$ cat config.mk
export PLATFORM = sky130hd
export DESIGN_NAME = running_minmax_normalizer_unit
export DESIGN_NICKNAME = d
export VERILOG_FILES = /design/src/hw/rtl/rmmn_pkg.sv /design/src/hw/rtl/running_minmax_normalizer_unit.sv /design/src/hw/rtl/rmmn_ram.sv /design/src/hw/rtl/rmmn_ctrl.sv /design/src/hw/rtl/rmmn_datapath.sv
export SDC_FILE = /design/constraint.sdc
export NUM_CORES = 2
export LEC_CHECK = 0
export BUFFER_PORTS_ARGS = -buffer_cell sky130_fd_sc_hd__buf_2
export CAP_MARGIN = 10
export CORE_ASPECT_RATIO = 2
export CORE_MARGIN = 3
export CORE_UTILIZATION = 40
export CTS_CLUSTER_DIAMETER = 120
export DETAILED_ROUTE_END_ITERATION = 16
export SYNTH_ARGS = -nofsm -noshare
export SYNTH_HDL_FRONTEND = slang
export SYNTH_HIERARCHICAL = 1
export SYNTH_SLANG_ARGS = --single-unit
$ cat constraint.sdc
create_clock -name clk_i -period 12.6 [get_ports clk_i]
set_input_delay 0.63 -clock clk_i [delete_from_list [all_inputs] [get_ports clk_i]]
set_output_delay 0.63 -clock clk_i [all_outputs]
set_load 0.05 [all_outputs]
$ cat src/hw/rtl/rmmn_pkg.sv
// ----------------------------------------------------------------------------
// rmmn_pkg
// Shared types and constants of the running min/max normalizer: data widths,
// reset values, controller states and the controller/datapath interface.
// ----------------------------------------------------------------------------
package rmmn_pkg;

  localparam int unsigned DataW              = 16;
  localparam int unsigned VectorDepthDefault = 32;
  localparam int unsigned DivSteps           = DataW;
  localparam int unsigned StepW              = $clog2(DivSteps);
  localparam logic [DataW-1:0] ScaleTopReset = 16'd1024;

  typedef enum logic [2:0] {
    ST_IDLE,
    ST_WIDEN,
    ST_READ,
    ST_MUL,
    ST_DIV,
    ST_OUT
  } rmmn_state_e;

  // Controller commands to the datapath
  typedef struct packed {
    logic store;     // take one sample into buffer and vector extremes
    logic widen;     // fold vector extremes into running extremes
    logic rd_issue;  // read buffer entry at the result index
    logic mul_load;  // form offset * scale and load the divider
    logic div_step;  // one restoring division step
    logic next_idx;  // advance to next buffered sample
    logic finish;    // end of vector: clear per-vector state
  } rmmn_cmd_t;

  // Datapath status to the controller
  typedef struct packed {
    logic div_last;   // current division step is the final one
    logic last_item;  // result index points at the last buffered sample
  } rmmn_sts_t;

endpackage

$ cat src/hw/rtl/running_minmax_normalizer_unit.sv
// ----------------------------------------------------------------------------
// running_minmax_normalizer_unit
// Buffers a vector of signed Q8.8 samples and, at its last sample, emits each
// one scaled into 0..scale_top across the running min/max span.
// ----------------------------------------------------------------------------
// Usage:
//   Input stream: s_axis_tdata carries one sample, s_axis_tlast marks the
//   final sample of a vector. Samples that are not last keep the input ready.
//   Up to VECTOR_DEPTH samples are stored; later ones only widen the vector
//   extremes and set the overflow flag carried on every result in m_axis_tuser.
//   After the last sample the input stalls while one result per stored sample
//   leaves on the output stream, in arrival order, tlast on the final one.
//   Each result passes through a buffer read, one multiply and a 16-step
//   restoring divider that yields one quotient bit a cycle, then waits for
//   the output. A stalled receiver holds the result and the whole unit until
//   taken. Reset clears running and vector extremes to zero and sets
//   scale_top to 1024; the buffer needs no clearing. Write scale_top with
//   cfg_we_i only while the unit is idle.
// ----------------------------------------------------------------------------
module running_minmax_normalizer_unit #(
  parameter int unsigned VECTOR_DEPTH = rmmn_pkg::VectorDepthDefault
) (
  input  logic                       clk_i,
  input  logic                       rst_ni,
  input  logic                       cfg_we_i,
  input  logic [rmmn_pkg::DataW-1:0] cfg_wdata_i,    // scale_top
  input  logic                       s_axis_tvalid,
  output logic                       s_axis_tready,
  input  logic [rmmn_pkg::DataW-1:0] s_axis_tdata,   // [15:0] sample
  input  logic                       s_axis_tlast,   // end_of_vector
  output logic                       m_axis_tvalid,
  input  logic                       m_axis_tready,
  output logic [rmmn_pkg::DataW-1:0] m_axis_tdata,   // [15:0] scaled_value
  output logic                       m_axis_tlast,   // last_of_vector
  output logic [0:0]                 m_axis_tuser    // [0] overflow
);
  import rmmn_pkg::*;

  rmmn_cmd_t cmd;
  rmmn_sts_t sts;

  rmmn_ctrl u_ctrl (
    .clk_i         (clk_i),
    .rst_ni        (rst_ni),
    .s_axis_tvalid (s_axis_tvalid),
    .s_axis_tlast  (s_axis_tlast),
    .m_axis_tready (m_axis_tready),
    .sts_i         (sts),
    .cmd_o         (cmd),
    .s_axis_tready (s_axis_tready),
    .m_axis_tvalid (m_axis_tvalid)
  );

  rmmn_datapath #(
    .VECTOR_DEPTH (VECTOR_DEPTH)
  ) u_datapath (
    .clk_i            (clk_i),
    .rst_ni           (rst_ni),
    .cmd_i            (cmd),
    .sts_o            (sts),
    .cfg_we_i         (cfg_we_i),
    .cfg_wdata_i      (cfg_wdata_i),
    .sample_i         (s_axis_tdata),
    .scaled_value_o   (m_axis_tdata),
    .last_of_vector_o (m_axis_tlast),
    .overflow_o       (m_axis_tuser[0])
  );

  // Results and new samples never overlap
  assert property (@(posedge clk_i) disable iff (!rst_ni)
    m_axis_tvalid |-> !s_axis_tready)
    else $error("input ready while a result is pending");

  // A last sample stops intake for the output phase
  assert property (@(posedge clk_i) disable iff (!rst_ni)
    (s_axis_tvalid && s_axis_tready && s_axis_tlast) |=> !s_axis_tready)
    else $error("intake continued after last sample");

  // A sample that is not last keeps the input open
  assert property (@(posedge clk_i) disable iff (!rst_ni)
    (s_axis_tvalid && s_axis_tready && !s_axis_tlast) |=> s_axis_tready)
    else $error("intake stalled after non-last sample");

  // The final result of a vector returns the unit to idle
  assert property (@(posedge clk_i) disable iff (!rst_ni)
    (m_axis_tvalid && m_axis_tready && m_axis_tlast) |=> (s_axis_tready && !m_axis_tvalid))
    else $error("unit not idle after final result");

endmodule

$ cat src/hw/rtl/rmmn_ram.sv
// ----------------------------------------------------------------------------
// rmmn_ram
// Generic single-write, single-read RAM with registered read data.
// ----------------------------------------------------------------------------
module rmmn_ram #(
  parameter int unsigned WIDTH = 16,
  parameter int unsigned DEPTH = 32,
  parameter int unsigned AW    = (DEPTH > 1) ? $clog2(DEPTH) : 1
) (
  input  logic             clk_i,
  input  logic             we_i,
  input  logic [AW-1:0]    waddr_i,
  input  logic [WIDTH-1:0] wdata_i,
  input  logic             re_i,
  input  logic [AW-1:0]    raddr_i,
  output logic [WIDTH-1:0] rdata_o
);

  logic [WIDTH-1:0] mem_q [DEPTH];
  logic [WIDTH-1:0] rdata_q;

  always_ff @(posedge clk_i) begin
    if (we_i) begin
      mem_q[waddr_i] <= wdata_i;
    end
    if (re_i) begin
      rdata_q <= mem_q[raddr_i];
    end
  end

  assign rdata_o = rdata_q;

endmodule

$ cat src/hw/rtl/rmmn_ctrl.sv
// ----------------------------------------------------------------------------
// rmmn_ctrl
// Controller: collects samples, then walks the buffer through read,
// multiply, serial divide and output for each stored sample.
// ----------------------------------------------------------------------------
module rmmn_ctrl (
  input  logic              clk_i,
  input  logic              rst_ni,
  input  logic              s_axis_tvalid,
  input  logic              s_axis_tlast,
  input  logic              m_axis_tready,
  input  rmmn_pkg::rmmn_sts_t sts_i,
  output rmmn_pkg::rmmn_cmd_t cmd_o,
  output logic              s_axis_tready,
  output logic              m_axis_tvalid
);
  import rmmn_pkg::*;

  rmmn_state_e state_q, state_d;

  always_ff @(posedge clk_i or negedge rst_ni) begin
    if (!rst_ni) begin
      state_q <= ST_IDLE;
    end else begin
      state_q <= state_d;
    end
  end

  always_comb begin
    state_d = state_q;
    case (state_q)
      ST_IDLE: begin
        if (s_axis_tvalid && s_axis_tlast) begin
          state_d = ST_WIDEN;
        end
      end
      ST_WIDEN: state_d = ST_READ;
      ST_READ:  state_d = ST_MUL;
      ST_MUL:   state_d = ST_DIV;
      ST_DIV: begin
        if (sts_i.div_last) begin
          state_d = ST_OUT;
        end
      end
      ST_OUT: begin
        if (m_axis_tready) begin
          state_d = sts_i.last_item ? ST_IDLE : ST_READ;
        end
      end
      default: state_d = ST_IDLE;
    endcase
  end

  always_comb begin
    cmd_o         = '0;
    s_axis_tready = 1'b0;
    m_axis_tvalid = 1'b0;
    case (state_q)
      ST_IDLE: begin
        s_axis_tready = 1'b1;
        cmd_o.store   = s_axis_tvalid;
      end
      ST_WIDEN: cmd_o.widen    = 1'b1;
      ST_READ:  cmd_o.rd_issue = 1'b1;
      ST_MUL:   cmd_o.mul_load = 1'b1;
      ST_DIV:   cmd_o.div_step = 1'b1;
      ST_OUT: begin
        m_axis_tvalid = 1'b1;
        if (m_axis_tready) begin
          cmd_o.finish   = sts_i.last_item;
          cmd_o.next_idx = !sts_i.last_item;
        end
      end
      default: ;
    endcase
  end

endmodule

$ cat src/hw/rtl/rmmn_datapath.sv
// ----------------------------------------------------------------------------
// rmmn_datapath
// Sample buffer, vector and running extremes, scale register, one 16x16
// multiplier and a restoring divider producing one quotient bit per cycle.
// ----------------------------------------------------------------------------
module rmmn_datapath #(
  parameter int unsigned VECTOR_DEPTH = rmmn_pkg::VectorDepthDefault
) (
  input  logic                        clk_i,
  input  logic                        rst_ni,
  input  rmmn_pkg::rmmn_cmd_t         cmd_i,
  output rmmn_pkg::rmmn_sts_t         sts_o,
  input  logic                        cfg_we_i,
  input  logic [rmmn_pkg::DataW-1:0]  cfg_wdata_i,
  input  logic [rmmn_pkg::DataW-1:0]  sample_i,
  output logic [rmmn_pkg::DataW-1:0]  scaled_value_o,
  output logic                        last_of_vector_o,
  output logic                        overflow_o
);
  import rmmn_pkg::*;

  localparam int unsigned CW = $clog2(VECTOR_DEPTH + 1);
  localparam int unsigned AW = (VECTOR_DEPTH > 1) ? $clog2(VECTOR_DEPTH) : 1;

  logic [CW-1:0]           count_q, count_d;
  logic [CW-1:0]           rd_idx_q, rd_idx_d;
  logic signed [DataW-1:0] vmin_q, vmin_d, vmax_q, vmax_d;
  logic signed [DataW-1:0] rmin_q, rmin_d, rmax_q, rmax_d;
  logic                    dropped_q, dropped_d;
  logic [DataW-1:0]        scale_top_q;

  logic [DataW-1:0]        span_q;
  logic                    span_zero_q;
  logic [DataW-1:0]        rem_q, rem_d;
  logic [DataW-1:0]        quo_q, quo_d;
  logic [StepW-1:0]        step_q, step_d;

  logic signed [DataW-1:0] sample_s;
  logic                    buf_we;
  logic [DataW-1:0]        rdata;
  logic [DataW:0]          off_wide;
  logic [DataW:0]          span_wide;
  logic [2*DataW-1:0]      prod;
  logic [DataW:0]          trial;
  logic [DataW:0]          trial_sub;
  logic                    trial_ge;
  logic [CW:0]             idx_inc;

  assign sample_s = $signed(sample_i);
  assign buf_we   = cmd_i.store && (count_q < CW'(VECTOR_DEPTH));

  rmmn_ram #(
    .WIDTH (DataW),
    .DEPTH (VECTOR_DEPTH),
    .AW    (AW)
  ) u_buf (
    .clk_i   (clk_i),
    .we_i    (buf_we),
    .waddr_i (count_q[AW-1:0]),
    .wdata_i (sample_i),
    .re_i    (cmd_i.rd_issue),
    .raddr_i (rd_idx_q[AW-1:0]),
    .rdata_o (rdata)
  );

  // Offsets and span never exceed 16 bits since rmin <= x <= rmax
  assign off_wide  = {rdata[DataW-1], rdata} - {rmin_q[DataW-1], rmin_q};
  assign span_wide = {rmax_q[DataW-1], rmax_q} - {rmin_q[DataW-1], rmin_q};
  assign prod      = (2*DataW)'(off_wide[DataW-1:0]) * (2*DataW)'(scale_top_q);

  // Restoring step: the quotient bits shift into quo_q as dividend bits leave
  assign trial     = {rem_q, quo_q[DataW-1]};
  assign trial_ge  = trial >= {1'b0, span_q};
  assign trial_sub = trial - {1'b0, span_q};

  assign idx_inc = {1'b0, rd_idx_q} + 1'b1;

  always_comb begin
    count_d   = count_q;
    rd_idx_d  = rd_idx_q;
    vmin_d    = vmin_q;
    vmax_d    = vmax_q;
    rmin_d    = rmin_q;
    rmax_d    = rmax_q;
    dropped_d = dropped_q;
    rem_d     = rem_q;
    quo_d     = quo_q;
    step_d    = step_q;

    if (cmd_i.store) begin
      if (count_q == '0) begin
        vmin_d = sample_s;
        vmax_d = sample_s;
      end else begin
        if (sample_s < vmin_q) vmin_d = sample_s;
        if (sample_s > vmax_q) vmax_d = sample_s;
      end
      if (buf_we) begin
        count_d = count_q + 1'b1;
      end else begin
        dropped_d = 1'b1;
      end
    end

    if (cmd_i.widen) begin
      if (vmin_q < rmin_q) rmin_d = vmin_q;
      if (vmax_q > rmax_q) rmax_d = vmax_q;
    end

    if (cmd_i.mul_load) begin
      // High half is below the span, so the quotient fits in 16 bits
      rem_d  = prod[2*DataW-1:DataW];
      quo_d  = prod[DataW-1:0];
      step_d = '0;
    end

    if (cmd_i.div_step) begin
      rem_d  = trial_ge ? trial_sub[DataW-1:0] : trial[DataW-1:0];
      quo_d  = {quo_q[DataW-2:0], trial_ge};
      step_d = step_q + 1'b1;
    end

    if (cmd_i.next_idx) begin
      rd_idx_d = idx_inc[CW-1:0];
    end

    if (cmd_i.finish) begin
      rd_idx_d  = '0;
      count_d   = '0;
      vmin_d    = '0;
      vmax_d    = '0;
      dropped_d = 1'b0;
    end
  end

  always_ff @(posedge clk_i or negedge rst_ni) begin
    if (!rst_ni) begin
      count_q     <= '0;
      rd_idx_q    <= '0;
      vmin_q      <= '0;
      vmax_q      <= '0;
      rmin_q      <= '0;
      rmax_q      <= '0;
      dropped_q   <= 1'b0;
      scale_top_q <= ScaleTopReset;
    end else begin
      count_q   <= count_d;
      rd_idx_q  <= rd_idx_d;
      vmin_q    <= vmin_d;
      vmax_q    <= vmax_d;
      rmin_q    <= rmin_d;
      rmax_q    <= rmax_d;
      dropped_q <= dropped_d;
      if (cfg_we_i) begin
        scale_top_q <= cfg_wdata_i;
      end
    end
  end

  always_ff @(posedge clk_i or negedge rst_ni) begin
    if (!rst_ni) begin
      step_q <= '0;
    end else begin
      step_q <= step_d;
    end
  end

  always_ff @(posedge clk_i) begin
    rem_q <= rem_d;
    quo_q <= quo_d;
    if (cmd_i.mul_load) begin
      span_q      <= span_wide[DataW-1:0];
      span_zero_q <= (span_wide[DataW-1:0] == '0);
    end
  end

  assign sts_o.div_last  = (step_q == StepW'(DivSteps - 1));
  assign sts_o.last_item = (idx_inc == {1'b0, count_q});

  assign scaled_value_o   = span_zero_q ? '0 : quo_q;
  assign last_of_vector_o = sts_o.last_item;
  assign overflow_o       = dropped_q;

endmodule

* Word-level counts from Yosys, hierarchy flattened
Memories as Yosys holds them, arrays and structs flattened. A register that Yosys moved wholly into a read port is not among the register bits. Cells that the tools add are included. Widths: inputs -> output; s select.
Word-level totals: register bits after elaboration 149, memories kept 1, bits in writable memories 512, input port bits 38, output and inout port bits 20
Operators by class: order comparisons 6, mux-type cells 40, reductions and logical operators 19, add/sub/neg operators 6, eq/ne operators 11, multipliers 1
Memory list:
- u_datapath.u_buf.mem_q | depth 32, width 16, read ports 1, clocked after memory_dff 1, wr ports 1, line rmmn_ram.sv:19 | logic [WIDTH-1:0] mem_q [DEPTH];
Operators by type and width (number):
- $mux 16 | 14
- $sub 16x16->16 | 3
- $gt 16x16->1 | 2
- $lt 16x16->1 | 2
- $mul 16x16->32 | 1
- $mux 6 | 5
- $pmux 3 s6 | 1
- $ge 17x16->1 | 1
- $logic_not 16->1 | 1
- $mux 1 | 12
- $reduce_and 2->1 | 6
- $mux 3 | 3
- $mux 4 | 2
- $reduce_bool 2->1 | 4
- $add 6x1->7 const B | 1
- $eq 7x6->1 | 1
- $add 6x1->6 const B | 1
- $eq 3x2->1 const B | 2
- $eq 3x3->1 const B | 2
- $logic_not 6->1 | 1
- $lt 6x6->1 const B | 1
- $mux 2 | 3
- $ne 2x2->1 const B | 3
- $reduce_bool 3->1 | 2
- other kinds (8) | 9

* Longest topological paths before layout
word-level depth 7, depth in mapped cells 35

* Modules after synthesis
The synthesis kept the hierarchy.
Modules (own cells, without submodules):
- rmmn_ram | times used 1, area an instance 20696.1 um^2, cells each 1143
- rmmn_datapath | times used 1, area an instance 18426.4 um^2, cells each 1981
- rmmn_ctrl | times used 1, area an instance 224.0 um^2, cells each 25

* Least setup slack after synthesis
No wires, ideal clock.
path type register to register, from register u_datapath.rmin_q[0], to register u_datapath.rem_q[15] (data pin), slack 4724 ps, data required time 12330 ps, data arrival time 7607 ps, path buffers 1, setup time 270 ps, stages on the path, launching flop included 31, cell sequence dfrtp_1 ha_1 fa_1 nor2b_1 o21ai_1 a21boi_1 o21ai_1 nand2b_1 a21oi_1 o311ai_1 xor2_1 clkbuf_1 nand2_1 fa_1 fa_1 fa_1 inv_1 fa_1 fa_1 inv_1 fa_1 inv_1 ha_1 a21oi_1 and3_1 a211oi_1 nand2_1 a31oi_1 a41oi_1 xnor2_1 o21ai_0
Between the ends: cells in the longest elaborated chain, start to end 4
Ends and longest elaborated chain:
- start, declared | line rmmn_datapath.sv:28 | logic signed [DataW-1:0] rmin_q, rmin_d, rmax_q, rmax_d;
- start signal, assigned | line rmmn_datapath.sv:151 | rmin_q <= rmin_d;
- $sub 16x16->16 | line rmmn_datapath.sv:67 | assign off_wide = {rdata[DataW-1], rdata} - {rmin_q[DataW-1], rmin_q};
- $mul 16x16->32 | line rmmn_datapath.sv:69 | assign prod = (2*DataW)'(off_wide[DataW-1:0]) * (2*DataW)'(scale_top_q);
- $mux 16 | line rmmn_datapath.sv:110 | if (cmd_i.mul_load) begin
- $mux 16 | line rmmn_datapath.sv:117 | if (cmd_i.div_step) begin
- via u_datapath.rem_d[15] | line rmmn_datapath.sv:34 | logic [DataW-1:0] rem_q, rem_d;
- end signal, assigned | line rmmn_datapath.sv:169 | rem_q <= rem_d;
- end, declared | line rmmn_datapath.sv:34
The timed path passes the listed nets, and every way through them passes these cells. The select of a mux whose other input is x is not followed. A chain may end at the register's enable or synchronous reset.

* Worst setup path after layout
from register u_datapath.rmin_q[1], to register u_datapath.rem_q[15] (data pin)
Same word-level chain as after synthesis.

==> impl_metrics.ini <==
[worst_setup_path]
crit_path_end_kind = flip-flop
crit_path_start_kind = flip-flop
crit_arrival_ns = 8.88
path_delay_family = adder cells
cp_max_fo = 16
critPathBufInv = 6
critical_path_class = flip-flop to flip-flop
cpMostUsedCell = fa_1
slowest_stage = a211oi_1
crit_cells = 31
worst-r2r-cell-count = 31
cp.required_ns = 12.97
slowest_delay_ns = 0.67

[routing]
drt_iter0_drc = 1325
wire_per_inst_um = 22.4
vias = 24200
ant_nets = 0
routed_wl_um = 102000
viasPerCell = 5.30
drc = 0
firstDrtPassIters = 5

[job]
max_cap_violations = 0

[layout]
final_cell_mix = 577 x edfxtp_1, 326 x inv_1, 318 x mux2i_1
antennaDiodeCount = 0
final_nets = 3656
layout-drive-gt1-share_pct = 9.07
n_fill_cell = 9064
area_delta_synth_final_pct = 9.50
layout.cells.most_common = edfxtp_1

[global_route]
grt_pass1_vias = 25800
top_usage_layer = met2
grt_max_degree = 72
met3_usage_pct = 2.00
antenna_found_initial = 0
grt_pass1_wl_um = 154000
grt_util_met2_pct = 40.4
overflow = 0
grt_use_total_pct = 19.9
grtUsageMet1_pct = 18.3

[synthesis]
synth_enable_flop_cells = 577
synth_cell_type_count = 78
yosys_warnings = 6
postSynthAreaPerCell_sq_um = 12.5
synth_mux_area_share_pct = 8.98
synth-compound-area-share_pct = 7.44
ys.flop_type = edfxtp_1
syn_area_sq_mm = 0.0393
syn-num-nets = 3600
synth_top_family_by_area = adder cells
ys_seq_elements = 677
yosysSeqAreaShare_pct = 50.4
async_flop_share_pct = 14.8
synth_cells = 3149
synthXorXnorAreaFrac_pct = 1.80
synth-adder-area-share_pct = 16.9
yosys.area_share.simple_pct = 9.27

[hold_path]
min_path_cells = 2
worstHoldPathType = input pin to flip-flop

[floorplanning]
die_w_um = 228
initial_utilization_pct = 40.4
coreArea_sq_mm = 0.0975
ios = 58
die_height_um = 450
num_rows = 162
die_area_sq_mm = 0.102

[outcome]
outcome = finished clean

[cts]
worstSkewPairLatency_ns = 0.68
clock-sinks = 677
cts_tree = yes
cts-buffers-inserted = 61
clock_path_buffers = 3
clk_pin_slew_ns = 0.06
htreeDepth = 2
cts-root-buf = clkbuf_16
post_cts_buffers = 0

[timing]
fin_crit_sh_pct = 67.5
fin_crit_ns = 8.51
slew_headroom_pct = 29.4
hold_viol_final = 0
worstMarginPinSlew_ns = 1.06
drv_slew = 0
fmax_ghz = 0.118
finalClockSkew_ns = 0.0385
tns_ns = 0
setup_viol = 0
layout_setup_ws_ns = 4.09
rsz0062_at_grt = false

[place]
place_congestion = 0.881
pre_cts_slack_ns = 4.07
port_buffers = 57
dp_hpwl_um = 74100
## synthesized netlist by cell type, types with 6 or more instances
cell,n,area [sq um]
mux2i_1,318,3180
a22o_1,34,298
edfxtp_1,577,17300
ha_1,216,2700
xnor2_1,47,412
nor2_1,104,390
a31oi_1,27,169
buf_6,6,67.6
a22oi_1,64,480
fa_1,197,3940
buf_8,6,90.1
o21ai_0,63,315
nor3_1,32,160
o21ai_1,17,85.1
o21bai_1,6,45.0
nand3_1,54,270
inv_1,326,1220
clkbuf_1,79,297
or3_1,7,43.8
nand4_1,34,213
and3_1,10,62.6
and2_1,84,526
nand2_1,225,845
o21a_1,9,67.6
nor2b_1,65,407
o211ai_1,16,120
o2bb2ai_1,14,123
nand2b_1,67,419
dfrtp_1,99,2480
a21oi_1,111,556
a21o_1,37,278
mux2_2,31,349
xor2_1,32,280
buf_4,21,158
buf_2,22,110
## worst paths after layout
kind / startpoint / end / slack (ns)
max: u_datapath/rmin_q[1]$_DFFE_PN0P_ / u_datapath/rem_q[15]$_DFFE_PP_ / 4.09
min: cfg_wdata_i[12] / u_datapath/scale_top_q[12]$_DFFE_PN0P_ / 0.21
max reg2reg: u_datapath/rmin_q[1]$_DFFE_PN0P_ / u_datapath/rem_q[15]$_DFFE_PP_ / 4.09
min reg2reg: u_datapath/overflow_o$_DFFE_PN0P_ / u_datapath/overflow_o$_DFFE_PN0P_ / 0.50
max in group asynchronous: rst_ni / u_datapath/rd_idx_q[0]$_DFFE_PN0P_ / 10.67
min in group asynchronous: rst_ni / u_datapath/scale_top_q[14]$_DFFE_PN0P_ / 0.48
## cell families (layout without fill, tap and decap cells)
logic type	Yosys count	count (layout)
AOI/OAI and AO/OA	442	442
xor gates and xnor gates	80	80
adders and majority gates	413	413
buffers and inverters	468	573
DFF	677	677
muxes	349	349
and+or+nand+nor	720	720
## registers in the layout (all words and copies together), names as in the netlist, 16 cells and up
| name | flops |
|---|---|
| u_datapath/vmin_q | 16 |
| u_datapath/vmax_q | 16 |
| u_datapath/u_buf/rdata_o | 16 |
| u_datapath/rmax_q | 16 |
| u_datapath/span_q | 16 |
| u_datapath/rmin_q | 16 |
| u_datapath/scale_top_q | 16 |
| u_datapath/rem_q | 16 |
| u_datapath/quo_q | 16 |
| u_datapath/u_buf/mem_q | 512 |
## worst register-to-register path, delay by kind of cell, from the launching register on
family	cells	cell delay [ns]
AOI/OAI and AO/OA	12	2.71
buffers and inverters	6	0.55
and+or+nand+nor	4	0.65
xor gates and xnor gates	1	0.18
adders and majority gates	8	3.73
DFF	1	0.42
## routing by layer
layer	vias to the layer above	wire [um]
met2	488	59600
li1	11200	-
met1	12300	32500
met5	-	0
met4	0	7520
met3	249	2610
## timing repair
action | in CTS | in global routing
hold buffers | 1 | 0
gates resized for setup | 0 | 0
hold endpoints to repair | 28 | 0
## through the flow
stage	utilization [%]	instances	hold slack [ns]	instance area (sq um)
6_report	44.2	4566	0.212	43100
2_1_floorplan	-	3149	0.334	39300
3_5_place_dp	42.1	4453	0.491	41100
5_1_grt	44.2	4566	0.185	43100
4_1_cts	44.2	4566	0.149	43100
3_3_place_gp	42.1	4453	0.476	41100
## final cells by class
class	instances	area (sq um)	area share (%)
timing repair buffer	134	868	2.02
multi-input combinational	2004	17500	40.6
tap	1312	1640	3.81
inverter	327	1230	2.85
clock inverter	45	437	1.01
sequential	677	19800	46.0
clock buffer	67	1570	3.64
Power is not shown: default switching activity piles up to over one toggle a cycle in this logic, so the estimate is an artifact.
